## config.mk

```make
export PLATFORM = sky130hd
export DESIGN_NAME = pgvs_div
export DESIGN_NICKNAME = d
export VERILOG_FILES = /design/src/rtl/core/pgvs_pkg.sv /design/src/rtl/core/pgvs_div.sv
export SDC_FILE = /design/constraint.sdc
export NUM_CORES = 1
export LEC_CHECK = 0
export BUFFER_PORTS_ARGS = -buffer_cell sky130_fd_sc_hd__clkbuf_2
export CAP_MARGIN = 10
export CORE_ASPECT_RATIO = 0.6
export CORE_UTILIZATION = 56
export CTS_CLUSTER_DIAMETER = 30
export DETAILED_ROUTE_END_ITERATION = 10
export PLACE_DENSITY = 0.92
export SLEW_MARGIN = 20
export SYNTH_ARGS = -nofsm -noshare
export SYNTH_HDL_FRONTEND = slang
export SYNTH_SLANG_ARGS = --single-unit
```

## constraint.sdc

```tcl
create_clock -name clk -period 4.58 [get_ports clk]
set_input_delay 0.687 -clock clk [delete_from_list [all_inputs] [get_ports clk]]
set_output_delay 0.687 -clock clk [all_outputs]
set_load 0.005 [all_outputs]
```

## src/rtl/core/pgvs_pkg.sv

```systemverilog
`timescale 1ns / 1ps
`default_nettype none
// ----------------------------------------------------------------------------
// pgvs_pkg
// Shared types, widths and helpers for the per-group value statistics unit.
// ----------------------------------------------------------------------------
package pgvs_pkg;

  localparam int MAX_GROUPS = 16;
  localparam int MAX_ATOMS  = 1024;
  localparam int GRP_AW     = $clog2(MAX_GROUPS);
  localparam int GRP_CW     = $clog2(MAX_GROUPS + 1);
  localparam int ATOM_AW    = $clog2(MAX_ATOMS);
  localparam int ATOM_CW    = $clog2(MAX_ATOMS + 1);

  localparam int CODE_W = 16;
  localparam int VAL_W  = 18;
  localparam int CNT_W  = 11;
  localparam int SUM_W  = 28;
  localparam int SQ_W   = 45;
  localparam int MED_W  = 19;
  localparam int RMS_W  = 17;
  localparam int ENT_W  = GRP_AW + VAL_W;

  localparam int DIV_W  = 45;
  localparam int DVS_W  = 12;
  localparam int RT_W   = 23;

  localparam int BIS_STEPS = VAL_W;
  localparam int ITER_W    = $clog2(BIS_STEPS);

  typedef enum logic [3:0] {
    S_IDLE,
    S_FIND,
    S_UPD,
    S_GSTART,
    S_DIVM,
    S_DIVQ,
    S_SQRT,
    S_SCAN,
    S_OUT
  } state_t;

  localparam logic [7:0] LOWER_A = 8'h61;
  localparam logic [7:0] LOWER_Z = 8'h7A;
  localparam logic [7:0] CASE_OFS = 8'h20;

  function automatic logic [7:0] fold_byte(input logic [7:0] b);
    fold_byte = (b >= LOWER_A && b <= LOWER_Z) ? b - CASE_OFS : b;
  endfunction

  function automatic logic [CODE_W-1:0] fold_code(input logic [CODE_W-1:0] c);
    fold_code = {fold_byte(c[15:8]), fold_byte(c[7:0])};
  endfunction

endpackage
`default_nettype wire

```

## src/rtl/core/pgvs_div.sv

```systemverilog
`timescale 1ns / 1ps
`default_nettype none
// ----------------------------------------------------------------------------
// pgvs_div
// Restoring divider, one quotient bit per cycle.
// ----------------------------------------------------------------------------
module pgvs_div (
  input  wire logic                          clk,
  input  wire logic                          rst,
  input  wire logic                          start,
  input  wire logic [pgvs_pkg::DIV_W-1:0]    dividend,
  input  wire logic [pgvs_pkg::DVS_W-1:0]    divisor,
  output logic                               done,
  output logic [pgvs_pkg::DIV_W-1:0]         quotient
);
  localparam int CW = $clog2(pgvs_pkg::DIV_W);

  logic                         busy;
  logic [CW-1:0]                step;
  logic [pgvs_pkg::DVS_W-1:0]   rem;
  logic [pgvs_pkg::DVS_W-1:0]   dvs;
  logic [pgvs_pkg::DVS_W:0]     trial;
  logic                         fits;

  assign trial = {rem, quotient[pgvs_pkg::DIV_W-1]};
  assign fits  = trial >= {1'b0, dvs};

  always_ff @(posedge clk) begin
    if (rst) begin
      busy <= 1'b0;
      done <= 1'b0;
    end else begin
      done <= 1'b0;
      if (start) begin
        busy <= 1'b1;
      end else if (busy && step == CW'(pgvs_pkg::DIV_W - 1)) begin
        busy <= 1'b0;
        done <= 1'b1;
      end
    end
  end

  always_ff @(posedge clk) begin
    if (start) begin
      quotient <= dividend;
      dvs      <= divisor;
      rem      <= '0;
      step     <= '0;
    end else if (busy) begin
      step <= step + 1'b1;
      if (fits) begin
        rem      <= pgvs_pkg::DVS_W'(trial - {1'b0, dvs});
        quotient <= {quotient[pgvs_pkg::DIV_W-2:0], 1'b1};
      end else begin
        rem      <= trial[pgvs_pkg::DVS_W-1:0];
        quotient <= {quotient[pgvs_pkg::DIV_W-2:0], 1'b0};
      end
    end
  end
endmodule
`default_nettype wire

```

**Word level (Yosys, flattened, before mapping)**

Index checks and enable logic that the tools add are counted.

- Bits in registers: 77
- Bits of input ports: 60
- Output and inout bits: 46
- Word-level logic and storage cells: 21

- Add/sub/neg operators: 2
- Order comparisons: 1
- Equal/unequal tests: 1
- Muxes and demuxes: 7
- Reductions and logical operators: 4

Operators by type and width:

| cell | number |
|---|---|
| 2-to-1 mux 45 bit | 2 |
| >= comparator 13 x 12 -> 1 bit | 1 |
| 2-to-1 mux 12 bit | 1 |
| subtractor 12 bit | 1 |
| adder 6 x 1 -> 6 bit, second input constant | 1 |
| == test 6 bit, second input constant | 1 |
| 2-to-1 mux 1 bit | 4 |
| nonzero test 2 bit | 2 |
| OR reduction 2 bit | 1 |
| logical AND 1 bit | 1 |

**Logic depth before layout (Yosys ltp)**

Gate-level depths: netlist (run 1).

- Word-level depth: 4
- Gate-level depth with buffers: 9
- Gate-level depth less buffers: 9

**Worst setup path before layout (run 1)**

No wires, ideal clock.

- Path kind: register to register
- Start: register dvs[7] (netlist name)
- End: register quotient[0] (netlist name), data pin
- Setup time: 0.260 ns
- Arrival: 2.088 ns
- Required time: 4.320 ns
- Path slack: 2.232 ns
- Stages on the path, launching flop included: 9
- Buffers on the path: 1
- Clock period less this slack: 2.348 ns
- Path through: edfxtp_1 inv_1 ha_1 and2_1 a221o_1 a41o_1 or2_1 buf_6 mux2_2

- Longest elaborated chain between the ends: 4

RTL lines:

| element | line | source |
|---|---|---|
| start, declared | pgvs_div.sv:21 | `logic [pgvs_pkg::DVS_W-1:0] dvs;` |
| start signal, assigned | pgvs_div.sv:46 | `dvs <= divisor;` |
| >= comparator 13 x 12 -> 1 bit | pgvs_div.sv:26 | `assign fits = trial >= {1'b0, dvs};` |
| 2-to-1 mux 1 bit | pgvs_div.sv:51 | `if (fits) begin` |
| 2-to-1 mux 45 bit | pgvs_div.sv:49 | `end else if (busy) begin` |
| 2-to-1 mux 45 bit | pgvs_div.sv:44 | `if (start) begin` |
| end signal, assigned | pgvs_div.sv:45 | `quotient <= dividend;` |
| end signal, assigned | pgvs_div.sv:53 | `quotient <= {quotient[pgvs_pkg::DIV_W-2:0], 1'b1};` |
| end signal, assigned | pgvs_div.sv:56 | `quotient <= {quotient[pgvs_pkg::DIV_W-2:0], 1'b0};` |
| end, declared | pgvs_div.sv:14 | `output logic [pgvs_pkg::DIV_W-1:0] quotient` |

No other way between the ends. The select of a mux whose other input is x is not followed.
A chain may end at the register's enable or synchronous reset.

**Final worst setup path (run 1)**

- Start: register dvs[6] (netlist name)
- End: register quotient[0] (netlist name), data pin

Same word-level chain as after synthesis.

==> flow_metrics.env, run 1 <==
export IMPL_synthTopCellsByArea="edfxtp_1, mux2_2, dfxtp_1"
export IMPL_synth_area_um2=3706
export IMPL_grt_use_met3_pct=7.948
export IMPL_first_iter_violations=218
export IMPL_fin_tns_setup_ns=0
export IMPL_rows=22
export IMPL_viasPerCell=5.523
export IMPL_finalClockSkew_ns=0.009151
export IMPL_grt_max_degree=76
export IMPL_cp_max_fo=11
export IMPL_finalSetupViolCount=0
export IMPL_cts_tree="built"
export IMPL_postLayoutCellArea_um2=4517
export IMPL_drt_wl_total_um=7730
export IMPL_clockBufferDepth=2
export IMPL_grt_total_usage_pct=23.34
export IMPL_netlist_instances=295
export IMPL_placed_area_um2=4303
export IMPL_dieArea_um2=6958
export IMPL_hold_buffers=0
export IMPL_clk_pin_slew_ns=0.08
export IMPL_start_kind="flop"
export IMPL_final_cell_mix="clkbuf_2, edfxtp_1, mux2_2"
export IMPL_async_flop_share_pct=0
export IMPL_cts_resized=0
export IMPL_antenna_found_initial=0
export IMPL_vias=2712
export IMPL_max_freq_ghz=0.3944
export IMPL_clockPowerShare_pct=31.8
export IMPL_antenna_left=0
export IMPL_fin_ws_ns=2.045
export IMPL_layout_nets=477
export IMPL_postCtsSetupRepairBufs=0
export IMPL_worstPathRequired_ns=4.69
export IMPL_dieWidth_um=107.0
export IMPL_syn_to_final_growth_pct=21.88
export IMPL_cap_violations=0
export IMPL_final_common_cell="clkbuf_2"
export IMPL_drc=0
export IMPL_grt_pass1_wl_um=12010
export IMPL_hold_viol=0
export IMPL_slew_viol_final=0
export IMPL_dp_hpwl_um=5445
export IMPL_hold_ws_ns=0.4922
export IMPL_clk_latency_ns=0.35
export IMPL_outcome="completed"
export IMPL_criticalPathCategory="reg -> reg"
export IMPL_p_int_mw=1.283
export IMPL_diodes=0
export IMPL_synth_warnings=0
export IMPL_n_fill_cell=428
export IMPL_preCtsSetupSlack_ns=2.027
export IMPL_clock_root_buffer="clkbuf_8"
export IMPL_initial_utilization_pct=59.31
export IMPL_hold_class="reg -> reg"
export IMPL_netlist_area_leader_share_pct=46.19
export IMPL_syn_num_nets=370
export IMPL_drive_above_1_share_pct=41.28
export IMPL_slew_headroom_pct=39.49
export IMPL_io_buffers=105
export IMPL_tightestPinTransition_ns=0.9064
export IMPL_wire_per_inst_um=15.74
export IMPL_coreArea_um2=6248
export IMPL_grt_setup_unrepaired="no"
export IMPL_pwr_density_cell_nw_per_um2=383.5
export IMPL_period_minus_slack_ns=2.535
export IMPL_synth_edf_count=57
export IMPL_synthFlopType="edfxtp_1"
export IMPL_grt_pass1_vias=2430
export IMPL_p_seq_share_pct=50.2
export IMPL_cts_buffers=9
export IMPL_power_leakage_nw=1.951
export IMPL_p_sw_share_pct=25.96
export IMPL_r2r_start="dvs[6]"
export IMPL_min_from="step[5]"
export IMPL_synth_seq_area_share_pct=56.99
export IMPL_synth_seq_cells=77
export IMPL_combPwrFrac_pct=18.0
export IMPL_p_sw_uw=449.7
export IMPL_globalplace_congestion=0.9058
export IMPL_busiest_layer="met2"
export IMPL_cp_startpoint="dvs[6]"
export IMPL_cts_sinks=77
export IMPL_drt_pre_antenna_iters=4
export IMPL_grt_ovfl_total=0
export IMPL_synth_distinct_cells=46
export IMPL_fin_crit_sh_pct=55.36
export IMPL_avgSynthCellArea_um2=12.56
export IMPL_grt_use_met1_pct=32.32
export IMPL_die_h_um=65.02
export IMPL_worst_ep_arrival_time_ns=2.64
export IMPL_synth_top_cell_by_area="edfxtp_1"
export IMPL_timing_critical_path_to_type="flop"
export IMPL_peakVddDrop_v=0.0003131
export IMPL_met2_usage_pct=35.40
export IMPL_io_pins=106
export IMPL_h_tree_depth=3
==> routing by layer <==
| layer | vias up | share of wire (%) |
|---|---|---|
| li1 | 1319 | - |
| met1 | 1274 | 47 |
| met2 | 110 | 45 |
| met3 | 9 | 7.7 |
| met4 | 0 | 1.0 |
| met5 | - | 0 |
==> worst max-delay path: stages, from the launching register on <==
cell	delay, ns
edfxtp_1	0.32
inv_1	0.04
ha_1	0.36
a21o_1	0.22
a221o_1	0.36
a41o_1	0.31
or2_1	0.37
mux2_2	0.31
==> cells in the mapped netlist (all sizes together) (2+ instances only) <==
| cell | instances |
|---|---|
| or3 | 4 |
| nand2 | 19 |
| edfxtp | 57 |
| xor2 | 7 |
| a21oi | 9 |
| a32oi | 2 |
| a31oi | 2 |
| nor2 | 27 |
| nand4 | 3 |
| o21bai | 2 |
| inv | 17 |
| o21a | 2 |
| mux2 | 45 |
| a311oi | 7 |
| xnor2 | 4 |
| dfxtp | 20 |
| a211oi | 3 |
| nor2b | 2 |
| clkbuf | 5 |
| buf | 6 |
| nor3 | 2 |
| ha | 14 |
| o21ai | 9 |
| nand3 | 4 |
| a21o | 4 |
==> stage by stage <==
| stage | utilization (%) | total power [mW] | cells |
|---|---|---|---|
| after floorplan | - | 1.074 | 295 |
| after global placement | 68.86 | 1.175 | 475 |
| after detailed placement | 68.86 | 1.192 | 475 |
| after CTS | 72.29 | 1.739 | 491 |
| after global routing | 72.29 | 1.808 | 491 |
| final | 72.29 | 1.732 | 491 |
==> registers in the layout (all words and copies together) (netlist names) <==
| signal | count |
|---|---|
| rem | 12 |
| quotient | 45 |
| dvs | 12 |
| done | 1 |
| busy | 1 |
| step | 6 |
==> power by group through the flow <==
stage                     Clock [mW]  Sequential [mW]  Combinational (mW)
final                          0.551            0.869               0.312
after global routing           0.584            0.878               0.346
after CTS                      0.556            0.870               0.313
after detailed placement           0            0.883               0.308
after global placement             0            0.880               0.295
after floorplan                    0            0.876               0.199
==> cell type report <==
cell class	count	area [µm²]	area share, %
clock buffer	9	123.9	2.742
tap	84	105.1	2.327
multi-input combinational	190	1481	32.80
clock inverter	7	90.09	1.994
sequential	77	2112	46.76
inverter	17	63.81	1.413
timing repair buffer	107	540.5	11.97
==> path summary, 6_finish.rpt <==
check,slack [ns],cells past startpoint,endpoint
worst max-delay path,2.04,7,quotient[0]
worst min-delay path,0.49,2,step[5]
worst max register to register,2.04,7,quotient[0]
worst min register to register,0.49,2,step[5]
==> cell families (layout without fill, tap and decap cells) <==
kind of cell	Yosys count	in the layout	synth area share (%)
flops	77	77	56.99
simple gates	67	67	8.407
compound gates	51	51	9.757
mux	46	46	13.94
buf+inv	28	140	3.039
fa+ha+maj	15	15	5.267
xor+xnor	11	11	2.600
(Power assumes the default switching activity.)
==> inputs of run 2 (changes only) <==
CORE_UTILIZATION = 47   (was 56)
PLACE_DENSITY = 0.83   (was 0.92)
clock period = 2.2 ns   (was 4.58 ns; I/O delays follow)
==> flow_metrics.env, run 2 (synthesized netlist as in run 1, its figures left out) <==
export IMPL_p_int_mw=3.255
export IMPL_viasPerCell=5.234
export IMPL_io_buffers=105
export IMPL_die_h_um=70.79
export IMPL_final_common_cell="clkbuf_2"
export IMPL_dieArea_um2=8256
export IMPL_final_util_pct=67.04
export IMPL_cts_tree="built"
export IMPL_fin_crit_sh_pct=101.5
export IMPL_cp_max_fo=4
export IMPL_criticalPathCategory="reg -> reg"
export IMPL_tightestPinTransition_ns=0.5835
export IMPL_clockBufferDepth=2
export IMPL_period_minus_slack_ns=2.234
export IMPL_grt_ovfl_total=0
export IMPL_power_leakage_nw=2.156
export IMPL_grt_max_degree=51
export IMPL_p_sw_mw=1.034
export IMPL_hold_ws_ns=0.1751
export IMPL_clk_latency_ns=0.33
export IMPL_grt_total_usage_pct=20.55
export IMPL_fin_tns_setup_ns=-0.07129
export IMPL_dp_hpwl_um=5780
export IMPL_placed_area_um2=4513
export IMPL_drive_above_1_share_pct=49.08
export IMPL_combPwrFrac_pct=19.2
export IMPL_worstPathRequired_ns=2.43
export IMPL_p_seq_share_pct=42.0
export IMPL_n_fill_cell=574
export IMPL_reg_top3="quotient: 45 flops, dvs: 12 flops, rem: 12 flops"
export IMPL_cts_buffers=9
export IMPL_layout_nets=504
export IMPL_preCtsSetupSlack_ns=-0.006095
export IMPL_cap_violations=0
export IMPL_final_cells=538
export IMPL_timing_critical_path_to_type="flop"
export IMPL_globalplace_congestion=0.8632
export IMPL_hold_class="in -> reg"
export IMPL_outcome="complete, but fails checks"
export IMPL_io_pins=106
export IMPL_place_inst=513
export IMPL_fin_ws_ns=-0.03351
export IMPL_finalClockSkew_ns=0.004588
export IMPL_start_kind="flop"
export IMPL_peakVddDrop_v=0.0005969
export IMPL_antenna_left=0
export IMPL_final_cell_mix="clkbuf_2, edfxtp_1, mux2_2"
export IMPL_dieWidth_um=116.6
export IMPL_diodes=0
export IMPL_grt_pass1_wl_um=12830
export IMPL_rows=24
export IMPL_wire_per_inst_um=15.49
export IMPL_hold_viol=0
export IMPL_ff_latch_area_um2=2112
export IMPL_slew_headroom_pct=61.10
export IMPL_clockPowerShare_pct=38.8
export IMPL_slew_viol_final=0
export IMPL_h_tree_depth=3
export IMPL_first_iter_violations=177
export IMPL_syn_to_final_growth_pct=34.71
export IMPL_postLayoutCellArea_um2=4992
export IMPL_drc=0
export IMPL_drt_wl_total_um=8336
export IMPL_cts_sinks=77
export IMPL_multiInputGateArea_um2=1578
export IMPL_clock_root_buffer="clkbuf_16"
export IMPL_power_mw=4.289
export IMPL_max_freq_ghz=0.4477
export IMPL_drt_pre_antenna_iters=4
export IMPL_vias=2816
export IMPL_initial_utilization_pct=49.76
export IMPL_grt_setup_unrepaired="yes"
export IMPL_finalSetupViolCount=5
export IMPL_grt_pass1_vias=2682
export IMPL_clk_pin_slew_ns=0.06
export IMPL_worst_ep_arrival_time_ns=2.47
export IMPL_largest_register_ffs=45
export IMPL_coreArea_um2=7447
export IMPL_regMostFlops="quotient"
export IMPL_pwr_density_cell_nw_per_um2=859.1
export IMPL_p_sw_share_pct=24.11
export IMPL_violations="negative setup slack"
export IMPL_antenna_found_initial=0
==> run 2: changes by cell type in the layout (fill, tap and decap cells not counted), moves of 4 or more <==
cell       previous run  this run
buf_4                 2        24
buf_6                 0         4
clkbuf_16             0         9
clkbuf_8              9         0
ha_1                 14         9
ha_4                  0         4
==> run 2: critical path: stages, from the launching register on <==
cell,delay [ns]
edfxtp_1,0.32
inv_1,0.04
ha_1,0.32
and2_4,0.16
a221o_1,0.34
a41o_1,0.22
buf_4,0.16
nor2_4,0.12
buf_4,0.14
nand2_1,0.05
a311oi_1,0.26
==> run 2: power groups by stage <==
stage	clock [mW]	combinational, mW	sequential, mW
floorplan	0	0.426	1.83
global placement	0	0.703	1.82
detailed placement	0	0.731	1.83
CTS	1.70	0.777	1.80
global route	1.75	0.897	1.82
finish	1.66	0.824	1.80
==> run 2: final timing paths <==
check                           startpoint  endpoint  slack [ns]  depth (start not counted)
worst max-delay path                dvs[8]    rem[6]       -0.03                         10
worst min-delay path            divisor[7]    dvs[7]        0.18                          1
worst max register to register      dvs[8]    rem[6]       -0.03                         10
worst min register to register     step[5]   step[5]        0.50                          2
==> run 2: area by class of cell <==
| class | instances | area share, % |
|---|---|---|
| clock inverter | 7 | 2.256 |
| timing repair buffer | 134 | 15.44 |
| clock buffer | 9 | 4.511 |
| inverter | 17 | 1.278 |
| tap | 104 | 2.607 |
| multi-input combinational | 190 | 31.60 |
| sequential | 77 | 42.31 |
==> run 2: layer usage <==
| layer | share of wire [%] | up-vias | track usage [%] |
|---|---|---|---|
| met1 | 46 | 1305 | 28.77 |
| li1 | - | 1375 | - |
| met4 | 0.94 | 0 | 8.158 |
| met5 | 0 | - | 0 |
| met2 | 45 | 126 | 29.85 |
| met3 | 7.8 | 10 | 6.341 |
==> run 2: repair_timing <==
action / 4_1_cts / 5_1_grt
gates resized for setup: 6 / 15
buffers inserted: 5 / 4
setup endpoints to repair: 5 / 13
hold buffers: 0 / 0
pin swaps: 3 / 12
