### src/rtl/core/pgvs_pkg.sv
`timescale 1ns / 1ps
`default_nettype none
// ----------------------------------------------------------------------------
// pgvs_pkg
// Shared types, widths and helpers for the per-group value statistics unit.
// ----------------------------------------------------------------------------
package pgvs_pkg;

  localparam int MAX_GROUPS = 16;
  localparam int MAX_ATOMS  = 1024;
  localparam int GRP_AW     = $clog2(MAX_GROUPS);
  localparam int GRP_CW     = $clog2(MAX_GROUPS + 1);
  localparam int ATOM_AW    = $clog2(MAX_ATOMS);
  localparam int ATOM_CW    = $clog2(MAX_ATOMS + 1);

  localparam int CODE_W = 16;
  localparam int VAL_W  = 18;
  localparam int CNT_W  = 11;
  localparam int SUM_W  = 28;
  localparam int SQ_W   = 45;
  localparam int MED_W  = 19;
  localparam int RMS_W  = 17;
  localparam int ENT_W  = GRP_AW + VAL_W;

  localparam int DIV_W  = 45;
  localparam int DVS_W  = 12;
  localparam int RT_W   = 23;

  localparam int BIS_STEPS = VAL_W;
  localparam int ITER_W    = $clog2(BIS_STEPS);

  typedef enum logic [3:0] {
    S_IDLE,
    S_FIND,
    S_UPD,
    S_GSTART,
    S_DIVM,
    S_DIVQ,
    S_SQRT,
    S_SCAN,
    S_OUT
  } state_t;

  localparam logic [7:0] LOWER_A = 8'h61;
  localparam logic [7:0] LOWER_Z = 8'h7A;
  localparam logic [7:0] CASE_OFS = 8'h20;

  function automatic logic [7:0] fold_byte(input logic [7:0] b);
    fold_byte = (b >= LOWER_A && b <= LOWER_Z) ? b - CASE_OFS : b;
  endfunction

  function automatic logic [CODE_W-1:0] fold_code(input logic [CODE_W-1:0] c);
    fold_code = {fold_byte(c[15:8]), fold_byte(c[7:0])};
  endfunction

endpackage
`default_nettype wire

### src/rtl/core/pgvs_isqrt.sv
`timescale 1ns / 1ps
`default_nettype none
// ----------------------------------------------------------------------------
// pgvs_isqrt
// Digit-by-digit floor square root, one root bit per cycle.
// ----------------------------------------------------------------------------
module pgvs_isqrt (
  input  wire logic                          clk,
  input  wire logic                          rst,
  input  wire logic                          start,
  input  wire logic [pgvs_pkg::DIV_W-1:0]    radicand,
  output logic                               done,
  output logic [pgvs_pkg::RT_W-1:0]          root
);
  localparam int SW = 2 * pgvs_pkg::RT_W;
  localparam int RW = pgvs_pkg::RT_W + 2;
  localparam int CW = $clog2(pgvs_pkg::RT_W);

  logic            busy;
  logic [CW-1:0]   step;
  logic [SW-1:0]   src;
  logic [RW-1:0]   rem;
  logic [RW-1:0]   rem_s;
  logic [RW-1:0]   trial;

  assign rem_s = {rem[RW-3:0], src[SW-1:SW-2]};
  assign trial = {root, 2'b01};

  always_ff @(posedge clk) begin
    if (rst) begin
      busy <= 1'b0;
      done <= 1'b0;
    end else begin
      done <= 1'b0;
      if (start) begin
        busy <= 1'b1;
      end else if (busy && step == CW'(pgvs_pkg::RT_W - 1)) begin
        busy <= 1'b0;
        done <= 1'b1;
      end
    end
  end

  always_ff @(posedge clk) begin
    if (start) begin
      src  <= SW'(radicand);
      rem  <= '0;
      root <= '0;
      step <= '0;
    end else if (busy) begin
      step <= step + 1'b1;
      src  <= {src[SW-3:0], 2'b00};
      if (rem_s >= trial) begin
        rem  <= rem_s - trial;
        root <= {root[pgvs_pkg::RT_W-2:0], 1'b1};
      end else begin
        rem  <= rem_s;
        root <= {root[pgvs_pkg::RT_W-2:0], 1'b0};
      end
    end
  end
endmodule
`default_nettype wire

### config.mk
export PLATFORM = sky130hd
export DESIGN_NAME = pgvs_isqrt
export DESIGN_NICKNAME = d
export VERILOG_FILES = /design/src/rtl/core/pgvs_pkg.sv /design/src/rtl/core/pgvs_isqrt.sv
export SDC_FILE = /design/constraint.sdc
export NUM_CORES = 1
export LEC_CHECK = 0
export ABC_AREA = 1
export BUFFER_PORTS_ARGS = -buffer_cell sky130_fd_sc_hd__buf_2
export CELL_PAD_IN_SITES_DETAIL_PLACEMENT = 1
export CELL_PAD_IN_SITES_GLOBAL_PLACEMENT = 1
export CORE_MARGIN = 3
export CORE_UTILIZATION = 31
export DETAILED_ROUTE_END_ITERATION = 8
export GPL_TIMING_DRIVEN = 1
export PLACE_DENSITY = 0.73
export SLEW_MARGIN = 20
export SYNTH_ARGS = -nofsm -noshare
export SYNTH_HDL_FRONTEND = slang
export SYNTH_SLANG_ARGS = --single-unit
export TNS_END_PERCENT = 30
### constraint.sdc
create_clock -name clk -period 3.9 [get_ports clk]
set_clock_uncertainty 0.05 [all_clocks]
set_input_delay 0 -clock clk [delete_from_list [all_inputs] [get_ports clk]]
set_output_delay 0 -clock clk [all_outputs]
set_load 0.005 [all_outputs]
; After elaboration in Yosys (flattened, before gate mapping)
; Cells that the tools add are included.
[word_totals]
ff_bits = 99
wordCells = 22
[op_classes]
addsub = 2
magnitude_cmp = 1
eq_ne = 1
mux = 7
n_reduce_logical = 4
[op_table]
columns = cell, n
row1 = $mux W45, 2
row2 = $ge A25 B25 Y1, 1
row3 = $mux W23, 1
row4 = $sub A23 B23 Y23, 1
row5 = $add A5 B1 Y5 const B, 1
row6 = $eq A5 B5 Y1 const B, 1
row7 = $mux W1, 4
row8 = $reduce_bool A2 Y1, 2
row9 = $reduce_or A2 Y1, 1
row10 = $logic_and A1 B1 Y1, 1

; Logic depth before layout (Yosys ltp)
; Gate-level depths: netlist of the first run.
[logic_depth]
word_depth = 4
ltp_mapped = 15

; Worst setup path after synthesis of the first run
; OpenSTA, ideal clock, no wires.
[synth_path]
kind = register -> register
from = register busy
to = register src[0] (enable)
arrival_time_ps = 2088
required_ps = 3423
slack_ps = 1335
stages_incl_launch_ff = 4
path_buffers = 1
period_less_slack_ps = 2565
path_cell_list = dfxtp_1 > nor2_1 > inv_1 > buf_1
[synth_via]
elab_chain_cells = 1
[synth_lines]
columns = element, line
row1 = "start, declared", pgvs_isqrt.sv:19  ; logic busy;
row2 = "start signal, assigned", pgvs_isqrt.sv:31  ; busy <= 1'b0;
row3 = "start signal, assigned", pgvs_isqrt.sv:36  ; busy <= 1'b1;
row4 = "start signal, assigned", pgvs_isqrt.sv:38  ; busy <= 1'b0;
row5 = $reduce_bool A2 Y1 (no source line), n/a
row6 = "end signal, assigned", pgvs_isqrt.sv:46  ; src <= SW'(radicand);
row7 = "end signal, assigned", pgvs_isqrt.sv:52  ; src <= {src[SW-3:0], 2'b00};
row8 = "end, declared", pgvs_isqrt.sv:21  ; logic [SW-1:0] src;
; Every way passes these cells.
; A chain may end at the register's enable or synchronous reset.

; Worst setup path after layout of the first run
[layout_path]
from = register root[15] (netlist name)
to = register rem[7]
[layout_via]
elab_chain_cells = 2
[layout_lines]
columns = element, line
row1 = "start, declared", pgvs_isqrt.sv:13  ; output logic [pgvs_pkg::RT_W-1:0] root
row2 = "start signal, assigned", pgvs_isqrt.sv:55  ; root <= {root[pgvs_pkg::RT_W-2:0], 1'b1};
row3 = "start signal, assigned", pgvs_isqrt.sv:58  ; root <= {root[pgvs_pkg::RT_W-2:0], 1'b0};
row4 = $ge A25 B25 Y1, pgvs_isqrt.sv:53  ; if (rem_s >= trial) begin
row5 = $mux W23, pgvs_isqrt.sv:53
row6 = "end signal, assigned", pgvs_isqrt.sv:54  ; rem <= rem_s - trial;
row7 = "end signal, assigned", pgvs_isqrt.sv:57  ; rem <= rem_s;
row8 = "end, declared", pgvs_isqrt.sv:22  ; logic [RW-1:0] rem;
; Every way passes these cells.

==> impl_metrics.ini, run 1 <==
[global_route]
grt_max_degree = 52
overflow = 0
grt_pass1_vias = 5821
grt.total_usage_pct = 18.1
antenna_found_initial = 0
grt_pass1_wl_um = 29100

[yosys]
synth_nets = 883
ys_warn_count = 0
synth_flop_cell = dfxtp_1
synth_enable_flop_cells = 45
async_reset_ff_share_pct = 0
synth_most_common_cell = nand2_1
synth_area_leaders = edfxtp_1 (24%), nand2_1 (24%), dfxtp_1 (19%), inv_1 (7.6%), ha_1 (5.9%)
yosysTopAreaCellShare_pct = 23.7
syn_area_per_cell_um2 = 7.05
ys_top_cells_by_count = nand2_1 (360), inv_1 (115), dfxtp_1 (54)
seq_area_frac_synth_pct = 42.7
synthCells = 808
synth_area_mm2 = 0.00570
yosysTopAreaCell = edfxtp_1
ys_types = 29
synth_seq_cells = 99

[placement]
dp_cells = 1086
portBuffers = 71
place.gp.congestion = 0.879
place.detailed.hpwl_um = 11800

[clock_tree]
cts.sinks = 99
cts_setup_buffers = 0
cts.clk_slew.worst_paths_ns = 0.08
cts_resized = 0
cts_buffer_depth = 2
htreeDepth = 3
insertion_delay_ns = 0.36
cts-root-buf = clkbuf_16
cts_tree = yes
numCtsBuffers = 9

[sta]
finalCritPeriodShare_pct = 67.8
setup_tns_ns = 0
rsz0062_at_grt = no
worst_pin_slew_ns = 0.963
hold_viol = 0
setup_viol = 0
drv_slew = 0
period_needed_ns = 2.64
max-slew-margin-rel_pct = 35.7
max_freq_ghz = 0.378

[power_and_ir_drop]
vdd_drop_max_mv = 0.302
finalPower_mw = 4.87
power.density_mw_per_mm2 = 693
power.leakage_nw = 3.60

[floorplanning]
core_area_mm2 = 0.0177
initial_utilization_pct = 32.3
ioPinCount = 72
fp.dieH_um = 142
dieWidth_um = 142
dieArea_mm2 = 0.0200
rows = 48

[detailed_routing]
via_per_inst = 4.74
num_vias = 5438
wirelength_um = 17200
drt_iter0_drc = 213
drcViolationCount = 0
ant_nets = 0
first_pass_iters = 4
wl_per_cell_um = 15.0

[finish]
num_antenna_cells = 0
nNetsFinal = 993
fillers = 2249
instances_no_fill = 1148
syn2layout_area_growth_pct = 23.4
drive_above_1_share_pct = 11.5

[run_status]
status = finished, final reports clean

[critical_path]
required_ns = 4.10
end_kind = flip-flop
start_kind = flip-flop
path_max_fanout = 21
arrival_ns = 2.85
path_class = flip-flop to flip-flop

[flow_run]
cap_violations = 0

[worst_hold_path]
hold_path_class = primary input to flip-flop
==> registers in the layout, indices dropped and copies added, names as in the netlist <==
name,flops
root,23
done,1
busy,1
rem,23
step,5
src,46
==> cells by family (layout without fill, tap and decap cells) <==
logic type               count (synthesis)  count (layout)  share of synthesized area [%]
buffers and inverters                  143             258                           9.86
adder cells (fa/ha/maj)                 27              27                           5.93
XOR/XNOR                                10              10                           1.54
AND/OR/NAND/NOR                        474             474                           34.3
flip-flops                              99              99                           42.7
AO/OA/AOI/OAI                           55              55                           5.62
==> through the flow <==
step | utilization (%) | cell area (um^2) | setup WS [ns] | hold slack [ns]
6_report | 39.8 | 7030 | 1.26 | 0.145
5_1_grt | 39.8 | 7030 | 0.963 | 0.174
4_1_cts | 39.8 | 7030 | 1.19 | 0.114
3_5_place_dp | 35.6 | 6280 | 1.22 | 0.142
3_3_place_gp | 35.6 | 6280 | 1.28 | 0.141
2_1_floorplan | - | 5700 | 1.33 | 0.0287
==> where the power goes <==
part / internal (mW) / switching (mW) / total [mW]
combinational: 0.899 / 1.79 / 2.68
sequential: 1.22 / 0.0745 / 1.29
clock: 0.450 / 0.446 / 0.895
==> per-layer routing <==
metal	track usage (%)	part of all wire, %	up-vias
li1	-	-	2784
met5	0	0	-
met1	22.1	45	2566
met4	3.48	0.79	0
met2	32.6	50	80
met3	4.15	3.6	8
==> cell usage in the layout, fill, tap and decap left out, drive strengths merged <==
| cell | n |
|---|---|
| a21o | 1 |
| a21oi | 19 |
| a31oi | 1 |
| buf | 79 |
| clkbuf | 9 |
| clkinv | 3 |
| dfxtp | 54 |
| dlygate4sd3 | 46 |
| edfxtp | 45 |
| ha | 27 |
| inv | 121 |
| nand2 | 360 |
| nand3 | 42 |
| nand3b | 5 |
| nand4 | 26 |
| nor2 | 35 |
| nor3 | 6 |
| o21a | 1 |
| o21ai | 8 |
| o21bai | 3 |
| o22ai | 22 |
| xnor2 | 7 |
| xor2 | 3 |
==> critical path, stage by stage, from the launching register on <==
cell and delay [ns]:
dfxtp_1 0.33, inv_1 0.08, ha_1 0.39, nand2_1 0.14, inv_1 0.08, nand2_1 0.10, nor3_1 0.30, nand3_2 0.11
buf_4 0.24, nand3_2 0.23, buf_4 0.27, nand2_1 0.09, nand3_1 0.07, nand2_1 0.05
==> what timing repair did <==
action                                 in CTS  in global routing
endpoints found under the hold margin      47                  0
hold buffers                               46                  0
setup endpoints to repair                   0                  0
==> area by class of cell <==
cell class,instances,area [um^2],area share (%)
clock buffers,9,225,3.20
well taps,225,282,4.00
multi-input cells,566,2700,38.4
clock inverters,7,62.6,0.890
inverters,117,439,6.25
repair buffers,125,888,12.6
flip-flops and latches,99,2430,34.6
==> worst paths after layout <==
check,startpoint,to,slack [ns],depth (start not counted)
max,root[15],rem[7],1.26,13
min,start,src[0],0.14,3
min reg2reg,step[4],step[4],0.42,1
max reg2reg,root[15],rem[7],1.26,13
No activity file was read; power rests on OpenSTA's default activity.
==> run 2, diff against run 1 <==
- PLACE_DENSITY: 0.73 -> 0.75
- clock period: 3.9 -> 2.2 ns (I/O delays scaled with it)
==> impl_metrics.ini, run 2 (synthesized netlist as in run 1, its figures left out) <==
[detailed_routing]
wirelength_um = 18100
drcViolationCount = 0
wl_per_cell_um = 15.6
first_pass_iters = 4
num_vias = 5614
ant_nets = 0
via_per_inst = 4.83
drt_iter0_drc = 251

[critical_path]
crit_chain = inv_1 -> ha_4 -> nand2_2 -> inv_1 -> nand2_1 -> nand2_1 -> clkinv_1 -> nand2_1 -> a21oi_4 -> nand3_2 -> buf_6 -> nand2_1 -> nand2_1 -> nand2_1 -> nand2_1
cp_top_family = simple AND/OR/NAND/NOR gates
path_max_fanout = 11
path_class = flip-flop to flip-flop
cpPeakStageDelay_ns = 0.34
start_kind = flip-flop
arrival_ns = 2.26
cpMostUsedCell = nand2_1
required_ns = 2.40
path_buf_inv = 4
worst_path_max_delay_cell = dfxtp_1
end_kind = flip-flop

[finish]
syn2layout_area_growth_pct = 31.5
largest_reg_flops = 46
top_register = src
drive_above_1_share_pct = 16.8
final_area_mm2 = 0.00749
final_common_cell = nand2_1
nNetsFinal = 1008
final_cell_mix = nand2_1 (352), inv_1 (114), buf_2 (71), dfxtp_1 (54), dlygate4sd3_1 (46)
largestRegisters = src (46), rem (23), root (23)
num_antenna_cells = 0

[floorplanning]
rows = 48
ioPinCount = 72
dieArea_mm2 = 0.0200
core_area_mm2 = 0.0177
initial_utilization_pct = 32.3
fp.dieH_um = 142
dieWidth_um = 142

[global_route]
grt_max_degree = 47
grt_pass1_vias = 6003
grt.total_usage_pct = 18.2
grt_pass1_wl_um = 29400
overflow = 0
antenna_found_initial = 0

[placement]
place.gp.congestion = 0.897
place_area_mm2 = 0.00639
place.detailed.hpwl_um = 12100
portBuffers = 71

[run_status]
status = finished, final reports clean

[clock_tree]
cts_tree = yes
cts.clk_slew.worst_paths_ns = 0.08
cts_buffer_depth = 2
numCtsBuffers = 9
htreeDepth = 3
cts.sinks = 99
insertion_delay_ns = 0.36
cts-root-buf = clkbuf_16
cts_setup_buffers = 0

[sta]
rsz0062_at_grt = yes
setup_viol = 0
worst_pin_slew_ns = 0.979
drv_slew = 0
hold_viol = 0
holdWs_ns = 0.117
finalCritPeriodShare_pct = 93.3
setup_tns_ns = 0
max_freq_ghz = 0.487
max-slew-margin-rel_pct = 34.7
period_needed_ns = 2.05

[worst_hold_path]
hold_path_class = primary input to flip-flop

[power_and_ir_drop]
power.leakage_nw = 3.70
vdd_drop_max_mv = 0.560
power.density_mw_per_mm2 = 1260
finalPower_mw = 9.41

[flow_run]
cap_violations = 0
[run 2: tightest hold or removal path: cells and delay by family]
| kind | cells | cell delay [ns] |
|---|---|---|
| compound gates | 1 | 0.20 |
| buf+inv | 2 | 0.27 |
[run 2: timing repair]
item                       in CTS  in global routing
setup endpoints to repair       0                 24
hold endpoints to repair       47                  0
resized for setup               0                 52
hold buffers                   46                  0
[run 2: area by class of cell]
type / instances / area [um^2]
Fill cell: 2255 / 10200
Multi-Input combinational cell: 566 / 3020
Sequential cell: 99 / 2430
Timing Repair Buffer: 140 / 1020
Inverter: 117 / 439
Tap cell: 225 / 282
Clock buffer: 9 / 225
Clock inverter: 7 / 75.1
[run 2: metrics by stage]
stage / setup WS [ns] / util (%) / std cells
CTS: 0.00488 / 40.5 / 1163
global route: -0.0236 / 42.4 / 1163
finish: 0.147 / 42.4 / 1163
floorplan: 0.276 / - / 808
detailed placement: 0.0351 / 36.2 / 1101
global placement: 0.0351 / 36.2 / 1101
[run 2: per-layer routing]
layer | routed length, um | up-vias | track usage [%]
met5 | 0 | - | 0
met4 | 327 | 0 | 5.05
met3 | 783 | 28 | 4.28
met2 | 8840 | 119 | 31.2
met1 | 8180 | 2660 | 22.8
li1 | - | 2807 | -
[run 2: path summary, 6_finish.rpt]
kind                  from  endpoint  slack (ns)  depth (start not counted)
setup reg to reg  root[14]   rem[10]        0.15                         15
setup / recovery  root[14]   rem[10]        0.15                         15
hold reg to reg    rem[21]   rem[21]        0.41                          2
hold / removal       start      busy        0.12                          3
[run 2: power breakdown]
part	switching, mW	internal [mW]
sequential	0.169	2.16
clock	0.814	0.808
combinational	3.41	2.05
==> run 3, diff against run 2 <==
- CELL_PAD_IN_SITES_DETAIL_PLACEMENT: 1 -> not set
- CELL_PAD_IN_SITES_GLOBAL_PLACEMENT: 1 -> not set
- CORE_ASPECT_RATIO: not set -> 2
- PLACE_DENSITY: 0.75 -> 0.61
==> impl_metrics.ini, run 3 (synthesized netlist as in run 1, its figures left out) <==
[critical_path]
worst_path_max_delay_cell = ha_2
rr_worst_depth = 12
cp-endpoint = rem[19]
path_max_fanout = 7
cpPeakStageDelay_ns = 0.37
end_kind = flip-flop
crit_chain = inv_1 -> ha_2 -> nand2_1 -> nor2_2 -> nand2_1 -> nor2_2 -> nand3_2 -> nand3_4 -> buf_6 -> nand3_1 -> nand2_1 -> nand2_1
path_class = flip-flop to flip-flop
arrival_ns = 2.30
cpMostUsedCell = nand2_1
crit_cells = 12
required_ns = 2.41
r2r_start = root[11]
r2r_end = rem[19]
path_buf_inv = 2
crit_start = root[11]
cp_top_family = simple AND/OR/NAND/NOR gates
start_kind = flip-flop
r2r_slack_ns = 0.11

[finish]
syn2layout_area_growth_pct = 35.5
final_area_mm2 = 0.00772
nNetsFinal = 1036
top_register = src
largest_reg_flops = 46
drive_above_1_share_pct = 20.2
largestRegisters = src (46), rem (23), root (23)
num_antenna_cells = 0
final_cell_mix = nand2_1 (349), inv_1 (110), buf_2 (71), dfxtp_1 (51), dlygate4sd3_1 (47)
final_common_cell = nand2_1

[floorplanning]
rows = 69
fp.dieH_um = 198
dieWidth_um = 102
core_area_mm2 = 0.0179
initial_utilization_pct = 31.9
ioPinCount = 72
dieArea_mm2 = 0.0201

[global_route]
grt_pass1_vias = 5976
grt_pass1_wl_um = 28000
grt_max_degree = 70
overflow = 0
antenna_found_initial = 0
grt.total_usage_pct = 17.9

[placement]
place.detailed.hpwl_um = 12800
place_area_mm2 = 0.00658
place.gp.congestion = 0.985
portBuffers = 71

[power_and_ir_drop]
power.leakage_nw = 3.86
power.density_mw_per_mm2 = 1300
vdd_drop_max_mv = 0.566

[detailed_routing]
via_per_inst = 4.74
drt_iter0_drc = 239
num_vias = 5585
drcViolationCount = 0
wl_per_cell_um = 15.1
ant_nets = 0
first_pass_iters = 4
wirelength_um = 17800

[sta]
period_needed_ns = 2.09
hold_viol = 0
max-slew-margin-rel_pct = 32.5
drv_slew = 0
worst_pin_slew_ns = 1.01
setup_viol = 0
setup_tns_ns = 0
finalCritPeriodShare_pct = 95.1
max_freq_ghz = 0.478

[worst_hold_path]
hold_path_class = primary input to flip-flop

[clock_tree]
cts_setup_buffers = 0
cts_tree = yes
cts_buffer_depth = 2
numCtsBuffers = 9
insertion_delay_ns = 0.36
cts-root-buf = clkbuf_16
cts.clk_slew.worst_paths_ns = 0.08
cts.sinks = 99
htreeDepth = 3

[flow_run]
cap_violations = 0

[run_status]
status = finished, final reports clean
[run 3: cell types whose count changed in the layout (fill, tap and decap cells not counted), moves of 3 or more]
cell | previous run | this run
buf_4 | 18 | 44
ha_4 | 20 | 16
inv_1 | 114 | 110
inv_2 | 2 | 6
dfxtp_1 | 54 | 51
dfxtp_2 | 0 | 3
ha_1 | 5 | 8
nand2_1 | 352 | 349
nor2_4 | 4 | 1
[run 3: how the worst min path moves through the flow]
stage / from / end / slack (ns) / cells past startpoint
floorplan: rst / done / 0.03 / 1
global placement: rst / done / 0.14 / 2
detailed placement: rst / done / 0.14 / 2
CTS: rst / done / 0.29 / 3
global route: rst / done / 0.32 / 3
finish: rst / done / 0.30 / 3
[run 3: repair_timing]
| item | CTS | global route |
|---|---|---|
| endpoints found under the hold margin | 48 | 0 |
| endpoints found under the setup margin | 6 | 24 |
| gates resized for setup | 2 | 59 |
| pin swaps | 0 | 6 |
| cloned | 0 | 1 |
| hold buffers | 47 | 0 |
[run 3: final cells by class]
cell class | count | area (um^2)
multi-input cells | 566 | 3010
clock inverters | 6 | 66.3
flip-flops and latches | 99 | 2440
well taps | 213 | 267
fillers | 1769 | 10200
inverters | 117 | 439
clock buffers | 10 | 250
repair buffers | 168 | 1250
[run 3: metal layers]
| layer | part of all wire [%] | global-route usage [%] | up-vias |
|---|---|---|---|
| met5 | 0 | 0 | - |
| met4 | 4.8 | 10.4 | 0 |
| met3 | 3.8 | 3.10 | 41 |
| met2 | 57 | 35.9 | 140 |
| met1 | 34 | 15.9 | 2539 |
| li1 | - | - | 2865 |
[run 3: report_power, final]
part	switching, mW	internal [mW]
combinational	3.59	2.43
clock	0.808	0.873
sequential	0.159	2.16
total	4.55	5.46
[run 3: tightest hold or removal path, cell delays in order]
cell and delay, ns:
dlygate4sd3_1 0.52, buf_2 0.11, nor3_1 0.04
[run 3: stage by stage]
step	cells	total power [mW]	hold WS (ns)	worst slack, ns	util, %
detailed placement	1115	7.58	0.139	-0.00120	36.8
floorplan	808	5.83	0.0287	0.276	-
global placement	1115	7.57	0.136	0.0320	36.8
CTS	1178	9.38	0.292	0.0331	41.2
finish	1179	10.0	0.299	0.108	43.2
global route	1179	10.8	0.323	-0.0119	43.2
